## src/design/gabt_pkg.sv

```systemverilog
// Shared types and constants for the group address binding table.
package gabt_pkg;

   localparam int HANDLER_LIMIT = 16;
   localparam int MAX_RESULTS   = 16;
   localparam int RES_W         = $clog2(MAX_RESULTS + 1);
   localparam int CSR_DATA_W    = 5;

   // commands
   localparam logic [1:0] CMD_ASSIGN   = 2'd0;
   localparam logic [1:0] CMD_UNASSIGN = 2'd1;
   localparam logic [1:0] CMD_DISPATCH = 2'd2;
   localparam logic [1:0] CMD_RESERVED = 2'd3;

   // result status codes
   localparam logic [2:0] ST_ADDED    = 3'd0;
   localparam logic [2:0] ST_PRESENT  = 3'd1;
   localparam logic [2:0] ST_FULL     = 3'd2;
   localparam logic [2:0] ST_BAD_ID   = 3'd3;
   localparam logic [2:0] ST_REMOVED  = 3'd4;
   localparam logic [2:0] ST_NONE_REM = 3'd5;
   localparam logic [2:0] ST_MATCH    = 3'd6;
   localparam logic [2:0] ST_NO_MATCH = 3'd7;

   // register indexes
   localparam logic CSR_HANDLER_COUNT  = 1'b0;
   localparam logic CSR_ALLOW_MULTIPLE = 1'b1;

   typedef struct packed {
      logic [1:0]  cmd;
      logic [15:0] group_address;
      logic [3:0]  handler_id;
      logic [15:0] enable_mask;
   } gabt_req_type;

   typedef struct packed {
      logic [2:0] status;
      logic [3:0] entry_index;
      logic [3:0] matched_handler;
      logic [4:0] removed_count;
      logic       last;
   } gabt_rsp_type;

   typedef struct packed {
      logic [15:0] group_address;
      logic [3:0]  handler_id;
   } gabt_entry_type;

   typedef enum logic [1:0] {
      S_IDLE,
      S_SCAN,
      S_FINISH
   } gabt_state_type;

   // controller -> datapath
   typedef struct packed {
      logic load;
      logic scan;
      logic finish;
   } gabt_ctl_type;

   // datapath -> controller
   typedef struct packed {
      logic more;   // entries left to read
      logic stop;   // scan may end on this entry
      logic early;  // assign with an invalid id
   } gabt_sts_type;

endpackage

```

## src/design/group_address_binding_table.sv

```systemverilog
// Top level of the group address binding table.
//
// Use: an item (cmd, group_address, handler_id, enable_mask) is taken at a
// rising edge with start high and busy low. Assign adds a pair, unassign
// removes every identical pair and compacts the table, dispatch streams the
// enabled handlers bound to the destination address (with allow-multiple 0 the scan ends at the first bound handler).
// Results leave on rsp_item, one beat per cycle marked by rsp_strobe; the
// receiver cannot hold them off, so every beat must be taken as it shows.
// The final beat of an item has last set; the reserved command gives none.
// Registers are written on the csr_ port (csr_we, csr_index, csr_wdata):
// index 0 handler count, index 1 allow-multiple. The user must write them
// only while busy is low; the block itself does not enforce it.
// Timing: the table RAM is read one entry a cycle during the scan, and the
// final beat shows in the first cycle with busy low; a new item can be
// taken in that same cycle. A new item is taken only while busy is low.
// Dispatch matches stream out during the scan: each match is held until the
// next enabled hit, and its beat shows the cycle after that hit.
// Reset: synchronous, active high; empties the table, handler count 0,
// allow-multiple 1. The RAM itself is not cleared: only slots below the
// entry count are read.
module group_address_binding_table #(
   parameter int TABLE_DEPTH = 16
) (
   input  logic                            clock,
   input  logic                            reset,
   // item channel
   input  logic                            start,
   output logic                            busy,
   input  gabt_pkg::gabt_req_type          req_item,
   // result channel
   output logic                            rsp_strobe,
   output gabt_pkg::gabt_rsp_type          rsp_item,
   // register write port
   input  logic                            csr_we,
   input  logic                            csr_index,
   input  logic [gabt_pkg::CSR_DATA_W-1:0] csr_wdata
);

   gabt_pkg::gabt_ctl_type ctl;
   gabt_pkg::gabt_sts_type sts;

   gabt_ctrl u_ctrl (
      .clock   (clock),
      .reset   (reset),
      .start   (start),
      .req_cmd (req_item.cmd),
      .sts     (sts),
      .ctl     (ctl),
      .busy    (busy)
   );

   gabt_datapath #(
      .TABLE_DEPTH (TABLE_DEPTH)
   ) u_datapath (
      .clock      (clock),
      .reset      (reset),
      .csr_we     (csr_we),
      .csr_index  (csr_index),
      .csr_wdata  (csr_wdata),
      .req_item   (req_item),
      .ctl        (ctl),
      .sts        (sts),
      .rsp_strobe (rsp_strobe),
      .rsp_item   (rsp_item)
   );

endmodule

```

## src/design/gabt_ram.sv

```systemverilog
// Generic single write port RAM with registered read.
module gabt_ram #(
   parameter int WIDTH = 20,
   parameter int DEPTH = 16
) (
   input  logic                                  clock,
   input  logic                                  wr_en,
   input  logic [((DEPTH > 1) ? $clog2(DEPTH) : 1)-1:0] wr_addr,
   input  logic [WIDTH-1:0]                      wr_data,
   input  logic                                  rd_en,
   input  logic [((DEPTH > 1) ? $clog2(DEPTH) : 1)-1:0] rd_addr,
   output logic [WIDTH-1:0]                      rd_data
);

   logic [WIDTH-1:0] mem_ff [DEPTH];
   logic [WIDTH-1:0] rd_data_ff;

   always_ff @(posedge clock) begin
      if (wr_en) begin
         mem_ff[wr_addr] <= wr_data;
      end
      if (rd_en) begin
         rd_data_ff <= mem_ff[rd_addr];
      end
   end

   assign rd_data = rd_data_ff;

endmodule

```

## src/design/gabt_ctrl.sv

```systemverilog
// Sequencing state machine for the binding table.
module gabt_ctrl (
   input  logic                  clock,
   input  logic                  reset,
   input  logic                  start,
   input  logic [1:0]            req_cmd,
   input  gabt_pkg::gabt_sts_type sts,
   output gabt_pkg::gabt_ctl_type ctl,
   output logic                  busy
);

   gabt_pkg::gabt_state_type state_ff, state_in;

   always_ff @(posedge clock) begin
      if (reset) begin
         state_ff <= gabt_pkg::S_IDLE;
      end else begin
         state_ff <= state_in;
      end
   end

   always_comb begin
      state_in   = state_ff;
      ctl.load   = 1'b0;
      ctl.scan   = 1'b0;
      ctl.finish = 1'b0;
      case (state_ff)
         gabt_pkg::S_IDLE: begin
            ctl.load = start;
            // reserved command: taken, no work, no beat
            if (start && (req_cmd inside {gabt_pkg::CMD_ASSIGN, gabt_pkg::CMD_UNASSIGN,
                                         gabt_pkg::CMD_DISPATCH})) begin
               state_in = gabt_pkg::S_SCAN;
            end
         end
         gabt_pkg::S_SCAN: begin
            ctl.scan = 1'b1;
            if (sts.early || sts.stop || !sts.more) begin
               state_in = gabt_pkg::S_FINISH;
            end
         end
         gabt_pkg::S_FINISH: begin
            ctl.finish = 1'b1;
            state_in   = gabt_pkg::S_IDLE;
         end
         default: begin
            state_in = gabt_pkg::S_IDLE;
         end
      endcase
   end

   assign busy = (state_ff != gabt_pkg::S_IDLE);

endmodule

```

## src/design/gabt_datapath.sv

```systemverilog
// Table storage, scan pointers, compaction and result formatting.
module gabt_datapath #(
   parameter int TABLE_DEPTH = 16
) (
   input  logic                              clock,
   input  logic                              reset,
   input  logic                              csr_we,
   input  logic                              csr_index,
   input  logic [gabt_pkg::CSR_DATA_W-1:0]   csr_wdata,
   input  gabt_pkg::gabt_req_type            req_item,
   input  gabt_pkg::gabt_ctl_type            ctl,
   output gabt_pkg::gabt_sts_type            sts,
   output logic                              rsp_strobe,
   output gabt_pkg::gabt_rsp_type            rsp_item
);

   localparam int AW = (TABLE_DEPTH > 1) ? $clog2(TABLE_DEPTH) : 1;
   localparam int CW = $clog2(TABLE_DEPTH + 1);
   localparam int EW = $bits(gabt_pkg::gabt_entry_type);
   localparam int RW = gabt_pkg::RES_W;

   // configuration
   logic [4:0] hc_ff, hc_in;
   logic       am_ff, am_in;

   // item and scan state
   gabt_pkg::gabt_req_type item_ff, item_in;
   logic [CW-1:0] count_ff, count_in;
   logic [CW-1:0] rd_ptr_ff, rd_ptr_in;
   logic [CW-1:0] proc_ff, proc_in;
   logic          pv_ff, pv_in;
   logic [CW-1:0] kept_ff, kept_in;
   logic [CW-1:0] removed_ff, removed_in;
   logic [RW-1:0] n_ff, n_in;
   logic          held_v_ff, held_v_in;
   logic [3:0]    held_idx_ff, held_idx_in;
   logic [3:0]    held_hid_ff, held_hid_in;

   logic                   rsp_strobe_ff, rsp_strobe_in;
   gabt_pkg::gabt_rsp_type rsp_ff, rsp_in;

   // RAM port
   logic          wr_en, rd_en;
   logic [AW-1:0] wr_addr, rd_addr;
   logic [EW-1:0] wr_data, rd_data;

   gabt_pkg::gabt_entry_type entry;
   logic more, ent_id_ok, req_id_ok, early, addr_eq, pair_eq, hit, fire, stop;

   gabt_ram #(
      .WIDTH (EW),
      .DEPTH (TABLE_DEPTH)
   ) u_ram (
      .clock   (clock),
      .wr_en   (wr_en),
      .wr_addr (wr_addr),
      .wr_data (wr_data),
      .rd_en   (rd_en),
      .rd_addr (rd_addr),
      .rd_data (rd_data)
   );

   always_comb begin
      entry     = gabt_pkg::gabt_entry_type'(rd_data);
      more      = (rd_ptr_ff < count_ff);
      ent_id_ok = (int'(entry.handler_id) < int'(hc_ff)) &&
                  (int'(entry.handler_id) < gabt_pkg::HANDLER_LIMIT);
      req_id_ok = (int'(item_ff.handler_id) < int'(hc_ff)) &&
                  (int'(item_ff.handler_id) < gabt_pkg::HANDLER_LIMIT);
      early     = (item_ff.cmd == gabt_pkg::CMD_ASSIGN) && !req_id_ok;
      addr_eq   = (entry.group_address == item_ff.group_address);
      pair_eq   = addr_eq && (entry.handler_id == item_ff.handler_id);
      hit       = addr_eq && ent_id_ok;
      fire      = hit && item_ff.enable_mask[entry.handler_id];
      stop      = ctl.scan && pv_ff &&
                  (((item_ff.cmd == gabt_pkg::CMD_ASSIGN) && pair_eq) ||
                   ((item_ff.cmd == gabt_pkg::CMD_DISPATCH) && hit &&
                    (!am_ff || (fire && (n_ff == RW'(gabt_pkg::MAX_RESULTS - 1))))));
      sts.more  = more;
      sts.stop  = stop;
      sts.early = early;
   end

   always_comb begin
      hc_in         = hc_ff;
      am_in         = am_ff;
      item_in       = item_ff;
      count_in      = count_ff;
      rd_ptr_in     = rd_ptr_ff;
      proc_in       = proc_ff;
      pv_in         = 1'b0;
      kept_in       = kept_ff;
      removed_in    = removed_ff;
      n_in          = n_ff;
      held_v_in     = held_v_ff;
      held_idx_in   = held_idx_ff;
      held_hid_in   = held_hid_ff;
      rsp_strobe_in = 1'b0;
      rsp_in        = rsp_ff;
      wr_en         = 1'b0;
      wr_addr       = kept_ff[AW-1:0];
      wr_data       = rd_data;
      rd_en         = 1'b0;
      rd_addr       = rd_ptr_ff[AW-1:0];

      if (csr_we) begin
         case (csr_index)
            gabt_pkg::CSR_HANDLER_COUNT:  hc_in = csr_wdata;
            gabt_pkg::CSR_ALLOW_MULTIPLE: am_in = csr_wdata[0];
            default: ;
         endcase
      end

      if (ctl.load) begin
         item_in    = req_item;
         rd_ptr_in  = '0;
         kept_in    = '0;
         removed_in = '0;
         n_in       = '0;
         held_v_in  = 1'b0;
      end

      if (ctl.scan) begin
         // read one entry a cycle; data is worked on the cycle after
         if (more) begin
            rd_en     = 1'b1;
            rd_ptr_in = rd_ptr_ff + CW'(1);
            pv_in     = 1'b1;
            proc_in   = rd_ptr_ff;
         end
         if (pv_ff) begin
            case (item_ff.cmd)
               gabt_pkg::CMD_ASSIGN: begin
                  if (pair_eq) begin
                     held_v_in   = 1'b1;
                     held_idx_in = 4'(proc_ff);
                  end
               end
               gabt_pkg::CMD_UNASSIGN: begin
                  // compaction: survivors move down to the kept slot
                  if (pair_eq) begin
                     removed_in = removed_ff + CW'(1);
                  end else begin
                     wr_en   = 1'b1;
                     wr_addr = kept_ff[AW-1:0];
                     wr_data = rd_data;
                     kept_in = kept_ff + CW'(1);
                  end
               end
               gabt_pkg::CMD_DISPATCH: begin
                  // one match held back so the final beat can carry last
                  if (fire) begin
                     if (held_v_ff) begin
                        rsp_strobe_in          = 1'b1;
                        rsp_in                 = '0;
                        rsp_in.status          = gabt_pkg::ST_MATCH;
                        rsp_in.entry_index     = held_idx_ff;
                        rsp_in.matched_handler = held_hid_ff;
                     end
                     held_v_in   = 1'b1;
                     held_idx_in = 4'(proc_ff);
                     held_hid_in = entry.handler_id;
                     n_in        = n_ff + RW'(1);
                  end
               end
               default: ;
            endcase
         end
      end

      if (ctl.finish) begin
         rsp_strobe_in = 1'b1;
         rsp_in        = '0;
         rsp_in.last   = 1'b1;
         case (item_ff.cmd)
            gabt_pkg::CMD_ASSIGN: begin
               if (early) begin
                  rsp_in.status = gabt_pkg::ST_BAD_ID;
               end else if (held_v_ff) begin
                  rsp_in.status      = gabt_pkg::ST_PRESENT;
                  rsp_in.entry_index = held_idx_ff;
               end else if (count_ff >= CW'(TABLE_DEPTH)) begin
                  rsp_in.status = gabt_pkg::ST_FULL;
               end else begin
                  wr_en              = 1'b1;
                  wr_addr            = count_ff[AW-1:0];
                  wr_data            = {item_ff.group_address, item_ff.handler_id};
                  rsp_in.status      = gabt_pkg::ST_ADDED;
                  rsp_in.entry_index = 4'(count_ff);
                  count_in           = count_ff + CW'(1);
               end
            end
            gabt_pkg::CMD_UNASSIGN: begin
               count_in             = kept_ff;
               rsp_in.status        = (removed_ff != '0) ? gabt_pkg::ST_REMOVED
                                                         : gabt_pkg::ST_NONE_REM;
               rsp_in.removed_count = 5'(removed_ff);
            end
            default: begin
               if (held_v_ff) begin
                  rsp_in.status          = gabt_pkg::ST_MATCH;
                  rsp_in.entry_index     = held_idx_ff;
                  rsp_in.matched_handler = held_hid_ff;
               end else begin
                  rsp_in.status = gabt_pkg::ST_NO_MATCH;
               end
            end
         endcase
      end
   end

   always_ff @(posedge clock) begin
      if (reset) begin
         hc_ff         <= '0;
         am_ff         <= 1'b1;
         count_ff      <= '0;
         rd_ptr_ff     <= '0;
         pv_ff         <= 1'b0;
         kept_ff       <= '0;
         removed_ff    <= '0;
         n_ff          <= '0;
         held_v_ff     <= 1'b0;
         rsp_strobe_ff <= 1'b0;
      end else begin
         hc_ff         <= hc_in;
         am_ff         <= am_in;
         count_ff      <= count_in;
         rd_ptr_ff     <= rd_ptr_in;
         pv_ff         <= pv_in;
         kept_ff       <= kept_in;
         removed_ff    <= removed_in;
         n_ff          <= n_in;
         held_v_ff     <= held_v_in;
         rsp_strobe_ff <= rsp_strobe_in;
      end
   end

   always_ff @(posedge clock) begin
      item_ff     <= item_in;
      proc_ff     <= proc_in;
      held_idx_ff <= held_idx_in;
      held_hid_ff <= held_hid_in;
      rsp_ff      <= rsp_in;
   end

   assign rsp_strobe = rsp_strobe_ff;
   assign rsp_item   = rsp_ff;

   a_count_bound: assert property (@(posedge clock) disable iff (reset)
      count_ff <= CW'(TABLE_DEPTH))
      else $error("entry count beyond table depth");

   a_kept_bound: assert property (@(posedge clock) disable iff (reset)
      kept_ff <= count_ff)
      else $error("compaction pointer passed entry count");

   a_result_bound: assert property (@(posedge clock) disable iff (reset)
      n_ff <= RW'(gabt_pkg::MAX_RESULTS))
      else $error("too many dispatch results");

   a_finish_beat: assert property (@(posedge clock) disable iff (reset)
      ctl.finish |=> (rsp_strobe && rsp_item.last))
      else $error("finish without a final beat");

endmodule
```

## config.mk

```make
export PLATFORM = sky130hd
export DESIGN_NAME = group_address_binding_table
export DESIGN_NICKNAME = d
export VERILOG_FILES = /design/src/design/gabt_pkg.sv /design/src/design/group_address_binding_table.sv /design/src/design/gabt_ram.sv /design/src/design/gabt_ctrl.sv /design/src/design/gabt_datapath.sv
export SDC_FILE = /design/constraint.sdc
export NUM_CORES = 1
export LEC_CHECK = 0
export BUFFER_PORTS_ARGS = -buffer_cell sky130_fd_sc_hd__buf_2
export CAP_MARGIN = 15
export CORE_ASPECT_RATIO = 1.1
export CORE_UTILIZATION = 61
export DETAILED_ROUTE_END_ITERATION = 12
export GPL_TIMING_DRIVEN = 0
export PLACE_DENSITY = 0.91
export SYNTH_ARGS = -nofsm -noshare
export SYNTH_HDL_FRONTEND = slang
export SYNTH_SLANG_ARGS = --single-unit
export TNS_END_PERCENT = 100
```

## constraint.sdc

```tcl
create_clock -name clock -period 5.9 [get_ports clock]
set_clock_uncertainty 0.1 [all_clocks]
set_input_delay 0.59 -clock clock [delete_from_list [all_inputs] [get_ports clock]]
set_output_delay 0.59 -clock clock [all_outputs]
set_load 0.02 [all_outputs]
```

# [After elaboration in Yosys (flattened, before gate mapping)]
# Memories as Yosys holds them, arrays and structs flattened. A register that Yosys moved wholly into a read port is not among the register bits.
# Index checks and enable logic that the tools add are counted.
[classes] n_addsub=5 magnitude_cmp=5 n_eq_ne=16 mux=86 n_bitwise=1 reduce_logical=41
[ops] operator="5-bit two-way mux" n=22
[ops] operator="17-bit two-way mux" n=6
[ops] operator="20-bit two-way mux" n=5
[ops] operator="4-bit two-way mux" n=10
[ops] operator="1-bit two-way mux" n=30
[ops] operator="5-bit by 1-bit adder with 5-bit output (second input constant)" n=5
[ops] operator="5-bit AND reduction" n=4
[ops] operator="16-bit equality test" n=1
[ops] operator="4-bit one-hot mux with 2 select lines" n=2
[ops] operator="2-bit nonzero test" n=8
[ops] operator="1-bit logical AND" n=11
[ops] operator="4-bit by 5-bit less-than comparator with 1-bit output" n=2
[ops] operator="5-bit one-hot mux with 2 select lines" n=1
[ops] operator="8-bit two-way mux" n=1
[ops] operator="2-bit by 1-bit inequality test with 1-bit output (second input constant)" n=4
[ops] operator="2-bit AND reduction" n=4
[ops] operator="2-bit by 1-bit equality test with 1-bit output (second input constant)" n=3
[ops] operator="2-bit equality test (second input constant)" n=3
[ops] operator="2-bit zero test" n=3
[ops] operator="2-bit two-way mux" n=3
[ops] operator="6-bit two-way mux" n=1
[ops] operator="2-bit inequality test (second input constant)" n=3
[ops] operator="3-bit one-hot mux with 2 select lines" n=1
[ops] operator="5-bit by 4-bit equality test with 1-bit output (second input constant)" n=1
[ops] operator="15 further kinds" n=20
[word_totals] register_bits=103 ramBits=320 inputBits=48 out_inout_bits=19 word_cells=178 mem_count=1
[mem_list] name="u_datapath.u_ram.mem_ff" depth=16 word_bits=20 rd=1 rd_clocked_by_memory_dff=1 write_ports=1 line_no="gabt_ram.sv:15" source="logic [WIDTH-1:0] mem_ff [DEPTH];"

# [Depth between registers and ports, before layout]
[depth] ltp_word=13 depth_mapped=10 ltp_nobuf=8

# [Modules after synthesis]
# From an unflattened synthesis, not the netlist that was laid out.
[hier_totals] hier_cells=984 area_unflattened_um2=17727.0
[by_module_without_submodules] module="gabt_ram" instances=1 cells_per_inst=533 area_each_um2=12731.0 seq_area_each_um2=10209.8
[by_module_without_submodules] module="gabt_datapath" instances=1 cells_per_inst=437 area_each_um2=4874.7 seq_area_each_um2=2682.6
[by_module_without_submodules] module="gabt_ctrl" instances=1 cells_per_inst=14 area_each_um2=121.4 seq_area_each_um2=40.0

# [Worst setup path after synthesis]
# Ideal clock, no wire load.
[synth_path] path_kind="reg-to-reg" from="reg u_datapath.item_ff[17] (netlist name)" to="mem u_datapath.u_ram.mem_ff[6][0], enable pin" arrival_ps=2774 t_required_ps=5403 path_slack_ps=2630 path_stages_with_launch=9 path_buffers=1 period_less_slack_ps=3270 path_cell_list="edfxtp_1 ha_1 o21ai_0 o21ai_2 a2111oi_4 buf_6 nand3_1 o31a_1 nor2_1"
[synth_between] elab_chain_len=13 elab_cells_between_ends=19 cone_classes="1 x order compare; 1 x eq/ne; 14 x mux; 3 x reduce/logical"
[synth_rtl] item="start, declared" line_no="gabt_datapath.sv:27" source="gabt_pkg::gabt_req_type item_ff, item_in;"
[synth_rtl] item="start signal, assigned" line_no="gabt_datapath.sv:239" source="item_ff <= item_in;"
[synth_rtl] item="4-bit equality test" line_no="gabt_datapath.sv:72" source="pair_eq = addr_eq && (entry.handler_id == item_ff.handler_id);"
[synth_rtl] item="1-bit logical AND" line_no="gabt_datapath.sv:72"
[synth_rtl] item="1-bit two-way mux" line_no="gabt_datapath.sv:141" source="if (pair_eq) begin"
[synth_rtl] item="1-bit two-way mux" line_no="gabt_datapath.sv:132" source="case (item_ff.cmd)"
[synth_rtl] item="1-bit two-way mux" line_no="gabt_datapath.sv:131" source="if (pv_ff) begin"
[synth_rtl] item="1-bit two-way mux" line_no="gabt_datapath.sv:123" source="if (ctl.scan) begin"
[synth_rtl] item="1-bit two-way mux" line_no="gabt_datapath.sv:182" source="end else if (count_ff >= CW'(TABLE_DEPTH)) begin"
[synth_rtl] item="1-bit two-way mux" line_no="gabt_datapath.sv:179" source="end else if (held_v_ff) begin"
[synth_rtl] item="1-bit two-way mux" line_no="gabt_datapath.sv:177" source="if (early) begin"
[synth_rtl] item="1-bit two-way mux" line_no="gabt_datapath.sv:175" source="case (item_ff.cmd)"
[synth_rtl] item="1-bit two-way mux" line_no="gabt_datapath.sv:171" source="if (ctl.finish) begin"
[synth_rtl] item="1-bit two-way mux" line_no="gabt_ram.sv:19" source="if (wr_en) begin"
[synth_rtl] item="1-bit two-way mux (not written as such)" line_no="gabt_ram.sv:20" source="mem_ff[wr_addr] <= wr_data;"
[synth_rtl] item="end, declared" line_no="gabt_ram.sv:15"
# Several ways; a longest one is shown, not always the timed one.

# [Worst setup path in the final report]
[layout_path] from="reg u_datapath.item_ff[19] (netlist name)" to="mem u_datapath.u_ram.mem_ff[7][16], enable pin"
# Same word-level chain as after synthesis.

==> impl_metrics.xml <==
<?xml version="1.0" encoding="UTF-8"?>
<metrics>
  <group name="global_route">
    <metric name="grt_pass1_vias" unit="">10350</metric>
    <metric name="grt_total_ovfl" unit="">0</metric>
    <metric name="wire_length_of_the_first_global_routing_pass" unit="mm">66.71</metric>
    <metric name="grt_usage" unit="">0.3180</metric>
    <metric name="maximum_number_of_pins_on_one_net_before_global_route_repair" unit="">32</metric>
    <metric name="grt_antenna_before_repair" unit="">0</metric>
  </group>
  <group name="sta">
    <metric name="hold_violations" unit="">0</metric>
    <metric name="tightestPinTransition" unit="ns">1.185</metric>
    <metric name="drv_slew" unit="">0</metric>
    <metric name="fmaxAchievable" unit="MHz">259.1</metric>
    <metric name="worst_slew_margin_rel" unit="">0.2099</metric>
    <metric name="rsz0062_at_grt" unit="">no</metric>
    <metric name="ratio_of_final_minimum_period_to_clock_period" unit="">0.6541</metric>
    <metric name="tns" unit="ns">0</metric>
    <metric name="report.final.setup_viol" unit="">0</metric>
    <metric name="fin_crit" unit="ns">3.859</metric>
  </group>
  <group name="outcome">
    <metric name="run_status" unit="">complete, no violations</metric>
  </group>
  <group name="synth">
    <metric name="post_synthesis_instance_total" unit="">935</metric>
    <metric name="synth.yosys.seq_area_share" unit="">0.7247</metric>
    <metric name="ys_types" unit="">63</metric>
    <metric name="postSynth.asyncResetShare" unit="">0</metric>
    <metric name="avgSynthCellArea" unit="µm²">19.09</metric>
    <metric name="synthesis.yosys.warnings" unit="">0</metric>
    <metric name="synth-edff-count" unit="">406</metric>
    <metric name="yosys-top-cells-area" unit="">edfxtp_1, mux4_2, dfxtp_1, ha_1, mux2_2</metric>
    <metric name="synth_area" unit="µm²">17850</metric>
    <metric name="synth_seq_cells" unit="">443</metric>
    <metric name="synth_top_cell_by_area" unit="">edfxtp_1</metric>
    <metric name="synthFlopType" unit="">edfxtp_1</metric>
    <metric name="synth_nets" unit="">1006</metric>
    <metric name="synth.top_cell.area_share" unit="">0.6832</metric>
  </group>
  <group name="route">
    <metric name="wire_per_inst" unit="µm">31.48</metric>
    <metric name="drt.antenna.violating_nets" unit="">0</metric>
    <metric name="total_via_count_in_the_routed_design" unit="">10100</metric>
    <metric name="drtPass1Iterations" unit="">7</metric>
    <metric name="vias_per_cell" unit="">6.930</metric>
    <metric name="first_iter_violations" unit="">1457</metric>
    <metric name="drt_drc_violations_left" unit="">0</metric>
    <metric name="routed_wl" unit="mm">45.90</metric>
  </group>
  <group name="worst_setup_path">
    <metric name="r2r.worst_path.cells" unit="">8</metric>
    <metric name="critical_path.max_fanout" unit="">11</metric>
    <metric name="nature_of_the_critical_path_startpoint" unit="">flop</metric>
    <metric name="regToRegSetupSlack" unit="ns">2.04</metric>
    <metric name="type_of_destination_of_the_critical_path" unit="">flop</metric>
    <metric name="critical_path_arrival" unit="ns">4.01</metric>
    <metric name="worst_r2r_startpoint" unit="">u_datapath.item_ff[19]</metric>
    <metric name="crit_start" unit="">u_datapath.item_ff[19]</metric>
    <metric name="worst-setup-path-type" unit="">flop to flop</metric>
    <metric name="required" unit="ns">6.05</metric>
    <metric name="endpoint_of_the_worst_slack_reg_to_reg_timing_path" unit="">u_datapath.u_ram.mem_ff[7][16]</metric>
  </group>
  <group name="place">
    <metric name="number_of_i_o_port_buffers" unit="">65</metric>
    <metric name="routabilityCongestion" unit="">0.8746</metric>
    <metric name="post-dp-hpwl" unit="mm">25.93</metric>
  </group>
  <group name="min_path">
    <metric name="holdPathEnd" unit="">u_datapath.item_ff[22]</metric>
    <metric name="timing.hold.worst.start" unit="">req_item[22]</metric>
    <metric name="min-delay-path-class" unit="">input port to flop</metric>
    <metric name="number_of_cells_on_the_worst_hold_path" unit="">1</metric>
  </group>
  <group name="power">
    <metric name="power_leakage" unit="nW">6.559</metric>
    <metric name="powerDensity" unit="nW/µm²">345.7</metric>
    <metric name="vdd_ir_drop_max" unit="µV">312.7</metric>
    <metric name="power" unit="W">0.007048</metric>
  </group>
  <group name="floorplanning">
    <metric name="row_count" unit="">65</metric>
    <metric name="fp.coreArea" unit="µm²">28710</metric>
    <metric name="die_area" unit="µm²">29940</metric>
    <metric name="start_util" unit="">0.6216</metric>
    <metric name="io_pins" unit="">67</metric>
    <metric name="floorplan.die.width" unit="µm">165.1</metric>
    <metric name="floorplan.die.height" unit="µm">181.4</metric>
  </group>
  <group name="finish">
    <metric name="fin_nets" unit="">1127</metric>
    <metric name="final_common_cell" unit="">edfxtp_1</metric>
    <metric name="synthToLayoutAreaGrowth" unit="%">14.24</metric>
    <metric name="most-common-layout-cells" unit="">edfxtp_1, mux4_2, buf_2</metric>
    <metric name="drive_above_1_share" unit="">0.2902</metric>
  </group>
  <group name="clock_tree">
    <metric name="postCtsResizedCells" unit="">0</metric>
    <metric name="tritoncts_clock_tree" unit="">done</metric>
    <metric name="cts_hold_fix_bufs" unit="">0</metric>
    <metric name="postCtsSetupRepairBufs" unit="">0</metric>
    <metric name="worst_skew_pair.late_latency" unit="ns">0.56</metric>
    <metric name="clock-root-buffer" unit="">clkbuf_16</metric>
    <metric name="cts_max_path_buffers" unit="">3</metric>
    <metric name="cts_buffers" unit="">43</metric>
    <metric name="cts-htree-levels" unit="">2</metric>
    <metric name="cts.sinks" unit="">443</metric>
    <metric name="path_clk_slew" unit="ns">0.06</metric>
  </group>
  <group name="job">
    <metric name="maxCapViolations" unit="">0</metric>
  </group>
</metrics>
==> where the power goes <==
part / total (W) / internal [W] / switching [W]
sequential: 0.00361 / 0.00354 / 0.0000667
combinational: 0.000531 / 0.000187 / 0.000344
clock: 0.00291 / 0.00171 / 0.00120
==> worst max-delay path: stages (launching register included) <==
cell and delay, ns:
edfxtp_1 0.56, ha_1 0.36, nor2_1 0.11, nor2_1 0.13, a2111oi_4 0.70, buf_6 0.26, a31oi_1 0.32, nor2_2 0.76
buf_8 0.25
==> synth_stat cells (3+ instances only) <==
cell type and count:
buf_2 11, nand4_1 4, and3_1 10, a21o_1 4
a31oi_1 10, o31a_1 4, nor3b_1 3, clkbuf_1 23
nand2_1 25, edfxtp_1 406, dfxtp_1 37, o21ai_0 10
nor2_1 44, nor2b_1 4, mux2_2 16, nand3_1 27
buf_4 4, mux2_1 4, nand3b_1 6, nor4_2 4
xor2_1 17, a22o_1 4, xnor2_1 4, a21oi_1 26
inv_1 25, o21ai_1 8, buf_1 4, mux2i_1 8
buf_6 3, mux4_2 104, or3_1 5, ha_1 23
a211oi_1 4, nand2b_1 5, and2_1 4
==> logic make-up after synthesis <==
kind of cell             after synthesis  synth area share
flip-flops                           443            0.7247
AND/OR/NAND/NOR                      158           0.04866
multiplexers                         133            0.1491
AO/OA/AOI/OAI                         87           0.03351
buffers and inverters                 70           0.01760
adder cells (fa/ha/maj)               23           0.01613
XOR/XNOR                              21           0.01031
==> sequential cells by signal (all words and copies together) (netlist names), 5 cells and up <==
| register | flops |
|---|---|
| u_datapath.count_ff | 5 |
| u_datapath.hc_ff | 5 |
| u_datapath.item_ff | 38 |
| u_datapath.kept_ff | 5 |
| u_datapath.n_ff | 5 |
| u_datapath.rd_ptr_ff | 5 |
| u_datapath.removed_ff | 5 |
| u_datapath.rsp_item | 17 |
| u_datapath.u_ram.mem_ff | 320 |
| u_datapath.u_ram.rd_data | 20 |
==> routing by layer <==
metal | part of all wire | track usage
met5 | 0 | 0
met4 | 0.049 | 0.1582
met3 | 0.11 | 0.07515
met2 | 0.50 | 0.5233
met1 | 0.34 | 0.3949
==> how the worst max path moves through the flow <==
stage,depth (start not counted),to
after floorplan,8,u_datapath.u_ram.mem_ff[6][0]
after global placement,7,u_datapath.u_ram.mem_ff[15][16]
after detailed placement,8,u_datapath.u_ram.mem_ff[7][17]
after CTS,8,u_datapath.u_ram.mem_ff[7][16]
after global routing,8,u_datapath.u_ram.mem_ff[12][17]
final,8,u_datapath.u_ram.mem_ff[7][16]
==> cell type report <==
| class | instances | area [µm²] |
|---|---|---|
| fill | 1567 | 8322 |
| tap | 368 | 460.4 |
| sequential | 443 | 12930 |
| multi-input combinational | 422 | 4690 |
| timing repair buffer | 76 | 513.0 |
| inverter | 25 | 93.84 |
| clock inverter | 28 | 362.8 |
| clock buffer | 50 | 1112 |
| antenna | 1 | 2.502 |
| buffer | 45 | 220.2 |
==> metrics by stage <==
step / instance area (µm²) / setup slack (ns) / cells / util / hold slack [ns]
2_1_floorplan: 17850 / 2.630 / 935 / - / 0.3003
3_3_place_gp: 18630 / 1.320 / 1368 / 0.6490 / 0.3034
3_5_place_dp: 18880 / 2.207 / 1377 / 0.6577 / 0.3045
4_1_cts: 20360 / 2.142 / 1455 / 0.7091 / 0.09581
5_1_grt: 20380 / 1.951 / 1457 / 0.7100 / 0.09333
6_report: 20390 / 2.041 / 1458 / 0.7101 / 0.1040
Note: power is estimated with default switching activity, not from simulation.
